[src/rtl/poxseq_pkg.sv]
package poxseq_pkg;

	// Field widths
	localparam int SLOT_W   = 5;
	localparam int SAMPLE_W = 16;
	localparam int CMP_W    = 4;
	localparam int GAIN_W   = 3;
	localparam int CNT_W    = 16;
	localparam int CFG_IDX_W  = 2;
	localparam int CFG_DATA_W = 4;

	// Default frame length in ticks
	localparam int SLOTS_PER_FRAME_DEFAULT = 20;

	// Configuration register indexes
	localparam logic [CFG_IDX_W-1:0] CFG_RED_PULSE_WIDTH = 2'd0;
	localparam logic [CFG_IDX_W-1:0] CFG_IR_PULSE_WIDTH  = 2'd1;
	localparam logic [CFG_IDX_W-1:0] CFG_GAIN_SELECT     = 2'd2;

	// Configuration reset values
	localparam logic [CMP_W-1:0]  RED_PULSE_WIDTH_RST = 4'd4;
	localparam logic [CMP_W-1:0]  IR_PULSE_WIDTH_RST  = 4'd5;
	localparam logic [GAIN_W-1:0] GAIN_SELECT_RST     = 3'd5;

	// Slot actions
	localparam logic [SLOT_W-1:0] SLOT_AMBIENT    = 5'd1;
	localparam logic [SLOT_W-1:0] SLOT_RED_ON     = 5'd2;
	localparam logic [SLOT_W-1:0] SLOT_RED_SAMPLE = 5'd5;
	localparam logic [SLOT_W-1:0] SLOT_RED_OFF    = 5'd6;
	localparam logic [SLOT_W-1:0] SLOT_IR_ON      = 5'd10;
	localparam logic [SLOT_W-1:0] SLOT_IR_SAMPLE  = 5'd13;
	localparam logic [SLOT_W-1:0] SLOT_IR_OFF     = 5'd14;

	// Sequencer state, also the visible part of a result
	typedef struct packed {
		logic [SLOT_W-1:0]   slot;
		logic [SAMPLE_W-1:0] ambient;
		logic [SAMPLE_W-1:0] red_level;
		logic [SAMPLE_W-1:0] ir_level;
		logic [CNT_W-1:0]    red_count;
		logic [CNT_W-1:0]    ir_count;
		logic [CMP_W-1:0]    led_compare;
		logic                red_on;
		logic                ir_on;
	} seq_state_t;

	// Pulse widths handed to the step logic
	typedef struct packed {
		logic [CMP_W-1:0] red_pw;
		logic [CMP_W-1:0] ir_pw;
	} pulse_cfg_t;

endpackage

[src/rtl/poxseq_step.sv]
module poxseq_step #(
	parameter int SLOTS_PER_FRAME = poxseq_pkg::SLOTS_PER_FRAME_DEFAULT
) (
	input  poxseq_pkg::seq_state_t             cur,
	input  poxseq_pkg::pulse_cfg_t             pulse,
	input  logic [poxseq_pkg::SAMPLE_W-1:0]    sample,
	output poxseq_pkg::seq_state_t             nxt
);
	import poxseq_pkg::*;

	localparam logic [SLOT_W:0] FRAME_LEN = (SLOT_W+1)'(SLOTS_PER_FRAME);

	logic [SLOT_W:0]     slot_inc;
	logic [SLOT_W-1:0]   slot_nxt;
	logic [SAMPLE_W-1:0] level;

	// Advance the slot counter and wrap at the frame length
	assign slot_inc = {1'b0, cur.slot} + {{SLOT_W{1'b0}}, 1'b1};
	assign slot_nxt = (slot_inc >= FRAME_LEN) ? '0 : slot_inc[SLOT_W-1:0];

	// Subtract ambient, clamp at zero
	assign level = (sample >= cur.ambient) ? (sample - cur.ambient) : '0;

	// Apply this slot's action
	always_comb begin
		nxt      = cur;
		nxt.slot = slot_nxt;
		case (slot_nxt)
			SLOT_AMBIENT: begin
				nxt.ambient = sample;
			end
			SLOT_RED_ON: begin
				nxt.led_compare = pulse.red_pw;
				nxt.red_on      = 1'b1;
			end
			SLOT_RED_SAMPLE: begin
				nxt.red_level = level;
				nxt.red_count = cur.red_count + CNT_W'(1);
			end
			SLOT_RED_OFF: begin
				nxt.led_compare = '0;
				nxt.red_on      = 1'b0;
			end
			SLOT_IR_ON: begin
				nxt.led_compare = pulse.ir_pw;
				nxt.ir_on       = 1'b1;
			end
			SLOT_IR_SAMPLE: begin
				nxt.ir_level = level;
				nxt.ir_count = cur.ir_count + CNT_W'(1);
			end
			SLOT_IR_OFF: begin
				nxt.led_compare = '0;
				nxt.ir_on       = 1'b0;
			end
			default: begin
			end
		endcase
	end

endmodule

[src/rtl/pulse_oximeter_led_sample_sequencer_unit.sv]
// A tick's result is registered and offered in the cycle after the tick is accepted.
// Throughput: one tick per cycle unless out_ready is held low; the slot action is a
// single subtract and compare between the state registers and the result register.
// Reset (arst_n low, asynchronous): slot counter, ambient, levels, counts, LED drive
// and output valid clear to zero; pulse widths return to 4 and 5, gain select to 5.
module pulse_oximeter_led_sample_sequencer_unit #(
	parameter int SLOTS_PER_FRAME = poxseq_pkg::SLOTS_PER_FRAME_DEFAULT
) (
	input  logic                                clk,
	input  logic                                arst_n,
	// configuration write channel
	input  logic                                cfg_valid,
	output logic                                cfg_ready,
	input  logic [poxseq_pkg::CFG_IDX_W-1:0]    cfg_index,
	input  logic [poxseq_pkg::CFG_DATA_W-1:0]   cfg_data,
	// tick input channel
	input  logic                                in_valid,
	output logic                                in_ready,
	input  logic [poxseq_pkg::SAMPLE_W-1:0]     adc_sample,
	// result channel
	output logic                                out_valid,
	input  logic                                out_ready,
	output logic [poxseq_pkg::SLOT_W-1:0]       slot,
	output logic [poxseq_pkg::CMP_W-1:0]        led_compare,
	output logic                                red_enable,
	output logic                                ir_enable,
	output logic [poxseq_pkg::SAMPLE_W-1:0]     red_level,
	output logic [poxseq_pkg::SAMPLE_W-1:0]     ir_level,
	output logic [poxseq_pkg::CNT_W-1:0]        red_count,
	output logic [poxseq_pkg::CNT_W-1:0]        ir_count,
	output logic [poxseq_pkg::GAIN_W-1:0]       gain_pins
);
	import poxseq_pkg::*;

	logic [CMP_W-1:0]  red_pw_q;
	logic [CMP_W-1:0]  ir_pw_q;
	logic [GAIN_W-1:0] gain_q;
	seq_state_t        state_q;
	seq_state_t        state_nxt;
	pulse_cfg_t        pulse;
	seq_state_t        res_q;
	logic [GAIN_W-1:0] res_gain_q;
	logic              out_valid_q;
	logic              in_fire;

	// Configuration writes are always taken
	assign cfg_ready = 1'b1;

	always_ff @(posedge clk or negedge arst_n) begin
		if (!arst_n) begin
			red_pw_q <= RED_PULSE_WIDTH_RST;
			ir_pw_q  <= IR_PULSE_WIDTH_RST;
			gain_q   <= GAIN_SELECT_RST;
		end else if (cfg_valid) begin
			unique case (cfg_index)
				CFG_RED_PULSE_WIDTH: red_pw_q <= cfg_data;
				CFG_IR_PULSE_WIDTH:  ir_pw_q  <= cfg_data;
				CFG_GAIN_SELECT:     gain_q   <= cfg_data[GAIN_W-1:0];
				default: begin
				end
			endcase
		end
	end

	// Accept a tick whenever the result register is free or being drained
	assign in_ready = !out_valid_q || out_ready;
	assign in_fire  = in_valid && in_ready;

	assign pulse.red_pw = red_pw_q;
	assign pulse.ir_pw  = ir_pw_q;

	poxseq_step #(
		.SLOTS_PER_FRAME(SLOTS_PER_FRAME)
	) u_step (
		.cur   (state_q),
		.pulse (pulse),
		.sample(adc_sample),
		.nxt   (state_nxt)
	);

	// Advance sequencer state on each accepted tick
	always_ff @(posedge clk or negedge arst_n) begin
		if (!arst_n) begin
			state_q <= '0;
		end else if (in_fire) begin
			state_q <= state_nxt;
		end
	end

	// Hold the result until the transaction on the output side completes
	always_ff @(posedge clk or negedge arst_n) begin
		if (!arst_n) begin
			out_valid_q <= 1'b0;
		end else if (in_fire) begin
			out_valid_q <= 1'b1;
		end else if (out_ready) begin
			out_valid_q <= 1'b0;
		end
	end

	always_ff @(posedge clk) begin
		if (in_fire) begin
			res_q      <= state_nxt;
			res_gain_q <= gain_q;
		end
	end

	assign out_valid   = out_valid_q;
	assign slot        = res_q.slot;
	assign led_compare = res_q.led_compare;
	assign red_enable  = res_q.red_on;
	assign ir_enable   = res_q.ir_on;
	assign red_level   = res_q.red_level;
	assign ir_level    = res_q.ir_level;
	assign red_count   = res_q.red_count;
	assign ir_count    = res_q.ir_count;
	assign gain_pins   = res_gain_q;

endmodule

[config.mk]
export PLATFORM = sky130hd
export DESIGN_NAME = pulse_oximeter_led_sample_sequencer_unit
export DESIGN_NICKNAME = d
export VERILOG_FILES = /design/src/rtl/poxseq_pkg.sv /design/src/rtl/poxseq_step.sv /design/src/rtl/pulse_oximeter_led_sample_sequencer_unit.sv
export SDC_FILE = /design/constraint.sdc
export NUM_CORES = 1
export LEC_CHECK = 0
export BUFFER_PORTS_ARGS = -buffer_cell sky130_fd_sc_hd__buf_4
export CORE_AREA = 10 10 129 131
export CTS_BUF_LIST = sky130_fd_sc_hd__clkbuf_4 sky130_fd_sc_hd__clkbuf_8
export CTS_CLUSTER_SIZE = 12
export DETAILED_ROUTE_END_ITERATION = 12
export DIE_AREA = 0 0 139 141
export HOLD_SLACK_MARGIN = 0.15
export PLACE_DENSITY_LB_ADDON = 0.25
export SETUP_SLACK_MARGIN = 0.02
export SKIP_CTS_REPAIR_TIMING = 1
export SLEW_MARGIN = 20
export SYNTH_ARGS = -nofsm -noshare
export SYNTH_HDL_FRONTEND = slang
export SYNTH_SLANG_ARGS = --single-unit
[constraint.sdc]
create_clock -name clk -period 8 [get_ports clk]
set_input_delay 0.8 -clock clk [delete_from_list [all_inputs] [get_ports clk]]
set_output_delay 0.8 -clock clk [all_outputs]
set_load 0.05 [all_outputs]
Yosys cells after proc, flatten, opt, wreduce, memory -nomap -nowiden
Cells that the tools add are included.

Register bits: 181. Memories kept: 0. Bits in read-only memories: 0. Bits in writable memories: 0. Bits of input ports: 27. Bits in latches: 0. Logic and storage cells: 58.

Multiply operators: 0. $lt $le $gt $ge: 2. Reduce and logical (&&, ||, !) cells: 10. Div/mod/pow operators: 0. Add/sub/neg operators: 4. Bitwise logic cells: 0. Equality and inequality tests: 9. Mux-type cells: 11. Shift-type cells: 0.

Operators by type and width (count): $mux 16 (5); $add 16x1->16 const B (2); $ge 16x16->1 (1); $sub 16x16->16 (1); $eq 5x4->1 const B (3); $pmux 4 s3 (1); $eq 5x3->1 const B (2); $reduce_and 2->1 (4); $add 5x1->6 const B (1); $ge 6x5->1 const B (1); $eq 5x1->1 const B (1); $eq 5x2->1 const B (1); $mux 5 (1); $pmux 1 s2 (2); $eq 2x1->1 const B (1); $eq 2x2->1 const B (1); $logic_not 2->1 (1); $mux 1 (2); $reduce_bool 2->1 (1); $reduce_or 2->1 (1); $logic_and 1x1->1 (1); $logic_not 1->1 (1); $logic_or 1x1->1 (1).

Longest topological paths before layout
Depth after elaboration: 6. Gate-level depth with buffers: 11. Gate-level depth less buffers: 10.

Modules after synthesis
From an unflattened synthesis, not the netlist that was laid out.

Cell total of the unflattened synthesis: 647. Area, all modules: 9017.4 um^2.

By module, submodules not included: pulse_oximeter_led_sample_sequencer_unit (area an instance 6630.1 um^2, times used 1, cells each 302); poxseq_step (area an instance 2387.3 um^2, times used 1, cells each 345).

Worst setup path before layout
OpenSTA, ideal clock, no wires.

Kind: input port to flip-flop. From: in out_ready. To: reg state_q[29] in the netlist's numbering. Required time: 7870 ps. Cell stages on the path: 6. Arrival time: 4439 ps. Slack: 3431 ps. Path through: nand2b_1 -> nand2_1 -> clkinv_1 -> clkbuf_1 -> nand3_1 -> xnor2_1.

Word-level cells in the longest chain between the ends: 2.

RTL lines: start, declared (RTL line pulse_oximeter_led_sample_sequencer_unit.sv:22) `input logic out_ready,`; $logic_or 1x1->1 (RTL line pulse_oximeter_led_sample_sequencer_unit.sv:66) `assign in_ready = !out_valid_q || out_ready;`; $logic_and 1x1->1 (RTL line pulse_oximeter_led_sample_sequencer_unit.sv:67) `assign in_fire = in_valid && in_ready;`; via in_fire (RTL line pulse_oximeter_led_sample_sequencer_unit.sv:44) `logic in_fire;`; end signal, assigned (RTL line pulse_oximeter_led_sample_sequencer_unit.sv:86) `state_q <= state_nxt;`; end, declared (RTL line pulse_oximeter_led_sample_sequencer_unit.sv:38) `seq_state_t state_q;`.

The timed path passes the listed nets, and every way through them passes these cells. A chain may end at the register's enable or synchronous reset.

Worst setup path after layout
From: in out_ready. To: reg state_q[35] in the netlist's numbering.

Word-level cells in the longest chain between the ends: 2.

RTL lines (RTL line): $logic_or 1x1->1 (pulse_oximeter_led_sample_sequencer_unit.sv:66); $logic_and 1x1->1 (pulse_oximeter_led_sample_sequencer_unit.sv:67).

No other way between the ends.

==> summary.txt <==
Outcome
  – Outcome: finished, final reports clean

Synthesis
  – Synth Area in Simple Gates: between 10% and 20%
  – Post-synthesis sequential area ratio: ~57%
  – Largest family of logic cells by synthesized area: simple AND/OR/NAND/NOR gates
  – Adder and majority gate portion of the synthesized area: under 10%
  – Cell area after synthesis: approximately 8700 µm²
  – Synth Area in Compound Gates: 9.20%
  – EDFF count, synth: slightly below 80
  – Count of different cell masters after synthesis: 67
  – Number of nets produced by synthesis: about 810
  – Proportion of register bits with asynchronous set or reset after synthesis: approximately 57%
  – Post-synthesis xor/xnor area fraction: under 10%
  – Flip-flop and latch count after synthesis: ~180
  – Multiplexer share of the synthesized area: slightly above 7%
  – Synthesis warning total: 0
  – Gate count of the mapped netlist: 760
  – Primary FF master, synth: dfrtp_1
  – Avg Synthesized Cell Area: between 10 and 15 µm²

Final layout
  – Total area of sequential cells: just under 5000 µm²
  – Antenna diode count: 0
  – Area overhead of the layout relative to synthesis: 15.6%
  – Nets@finish: approximately 900
  – Proportion of layout cells with a drive suffix above 1: approximately a quarter
  – Commonest cells after routing, fill and taps aside: nand2_1 (111), buf_4 (111), dfrtp_1 (98)
  – Area of the multi-input gates: 3510 µm²
  – Filler cell count in the final layout: ~1100

Floorplanning
  – Starting density of the core: between 60% and 70%
  – Vertical die dimension: between 100 and 150 µm
  – Number of top-level pins: between 100 and 150
  – Chip width: 139 µm
  – Count of standard-cell rows: 44
  – Area of the core region: roughly 14000 µm²
  – Die area: 19600 µm²

Routing
  – Average wire per standard cell: ~17 µm
  – Overall routed net length: about 18000 µm
  – DRT antenna net count: 0
  – Post-detailed-route via-to-cell ratio: about 5.6
  – Count of vias placed by the detailed router: roughly 5900
  – Drt pass-1 iters: 4
  – Starting DRT DRC Count: between 300 and 400
  – DRC violations left: 0

STA
  – RSZ-0062 raised after global routing: false
  – Upper clock frequency limit: 277 MHz
  – Slew at the pin closest to its max-slew limit: 1010 ps
  – Post-layout min period: 3610 ps
  – Final worst path period share: 45.1%
  – Max transition margin: about a third
  – Slew Viols, Final: 0
  – Post-route worst setup slack: roughly 4400 ps
  – Setup TNS: 0 ps
  – Total of endpoints with negative setup slack in the final report: 0
  – Final worst clock skew: roughly 16 ps
  – Final-report hold violation count: 0

Power and ir drop
  – PwrDens: about 350 nW/µm²
  – Largest vdd supply drop: 201 µV
  – Leakage power figure: between 4 and 5 nW

Worst setup path
  – Worst EP arrival: 3940 ps
  – Category of the critical setup timing path: input pin to register
  – Worst setup EP type: register
  – Critical path required time: between 8000 and 9000 ps
  – Worst Path Max Fanout: about 50
  – Crit path launch type: input pin

Worst hold path
  – Class of the tightest hold or removal check: input pin to asynchronous set/reset pin

Global routing
  – Antenna violations before repair: 0
  – Global-route wire length before repair: approximately 30000 µm
  – Vias in the first global route: between 6000 and 7000
  – Largest net degree at the start of global routing: 70
  – Global-route usage over all layers: between 10% and 20%
  – Remaining Overflow, GRT: 0

CTS
  – Number of clock buffers inserted by TritonCTS: 17
  – Clock sinks: about 180
  – Root Buffer: clkbuf_8
  – H-tree depth reported by CTS: 4
  – Largest buffer count on any clock path: 2
  – CTS clock-pin slew for the worst setup and hold paths: around 100 ps
  – TritonCTS clock tree: done
  – Insertion delay of the later-clocked pin in the worst-skew pair: 460 ps

Place
  – Sum of net half-perimeters after detailed placement: between 10000 and 15000 µm
  – Count of buffers from port buffering: 106
  – Routability congestion estimate: roughly 0.85
  – Worst-case setup slack after placement: 3880 ps

Flow run
  – Reported max-cap violation count: 0
==> Yosys cell counts, types with 20 or more instances <==
cell	n	share of area [%]
xor2_1	20	2.0
nor2_1	35	1.5
nand3_1	31	1.8
ha_1	20	2.9
edfxtp_1	78	27
nand2_1	111	4.8
dfrtp_1	98	28
clkbuf_1	20	0.87
inv_1	24	1.0
o21ai_0	64	3.7
mux2_2	36	4.7
xnor2_1	49	5.0
==> path summary, 6_finish.rpt <==
kind                                       startpoint                 endpoint  slack [ps]  cells after the start
worst max-delay path                        out_ready  state_q[35]$_DFFE_PN0P_        4390                      8
worst min-delay path                           arst_n  state_q[81]$_DFFE_PN0P_         270                      1
worst max register to register  out_valid$_DFFE_PN0P_  state_q[35]$_DFFE_PN0P_        4480                      7
worst min register to register  gain_q[1]$_DFFE_PN0P_   gain_pins[1]$_DFFE_PP_         460                      0
max in group asynchronous                      arst_n  state_q[19]$_DFFE_PN0P_        6460                      2
min in group clk                gain_q[1]$_DFFE_PN0P_   gain_pins[1]$_DFFE_PP_         460                      0
==> layer usage <==
layer	part of all wire, %	global-route usage, %	up-vias
li1	-	-	2868
met1	43	22.9	2897
met2	50	32.3	149
met3	5.7	5.14	21
met4	1.1	5.16	0
met5	0	0	-
==> final cells by class <==
class | instances | area share, %
Clock buffer | 19 | 2.49
Clock inverter | 13 | 1.71
Inverter | 26 | 0.987
Multi-Input combinational cell | 519 | 35.0
Sequential cell | 181 | 49.2
Tap cell | 184 | 2.30
Timing Repair Buffer | 111 | 8.32
==> cells by family after synthesis <==
kind of cell / Yosys count
AND/OR/NAND/NOR: 245
flip-flops: 181
AO/OA/AOI/OAI: 130
XOR/XNOR: 69
buffers and inverters: 60
multiplexers: 53
adder cells (fa/ha/maj): 21
other: 1
==> through the flow <==
step	hold slack [ps]	power [W]	utilization, %	cells	cell area (µm²)
after floorplan	419	0.00243	-	760	8670
after global placement	433	0.00277	67.5	1021	9590
after detailed placement	436	0.00282	67.5	1021	9590
after CTS	267	0.00347	70.5	1053	10000
after global routing	283	0.00368	70.5	1053	10000
final	273	0.00346	70.5	1053	10000
==> power by group <==
part	internal (W)	switching (W)
Sequential	0.00124	0.000137
Clock	0.000320	0.000335
Combinational	0.000514	0.000915
==> worst max-delay path, stage by stage <==
cell,delay [ps]
buf_4,100
nand2b_1,160
nand2_1,370
clkinv_2,720
buf_4,570
nand2_1,830
nor3_1,150
xor2_1,190
==> state kept, by name, indices dropped and copies added, names as in the netlist <==
signal and count:
out_valid 1, red_count 16, slot 5, led_compare 4, gain_pins 3, ir_pw_q 4, gain_q 3, red_enable 1
ir_enable 1, state_q 91, ir_level 16, red_pw_q 4, red_level 16, ir_count 16
(Power assumes the default switching activity.)
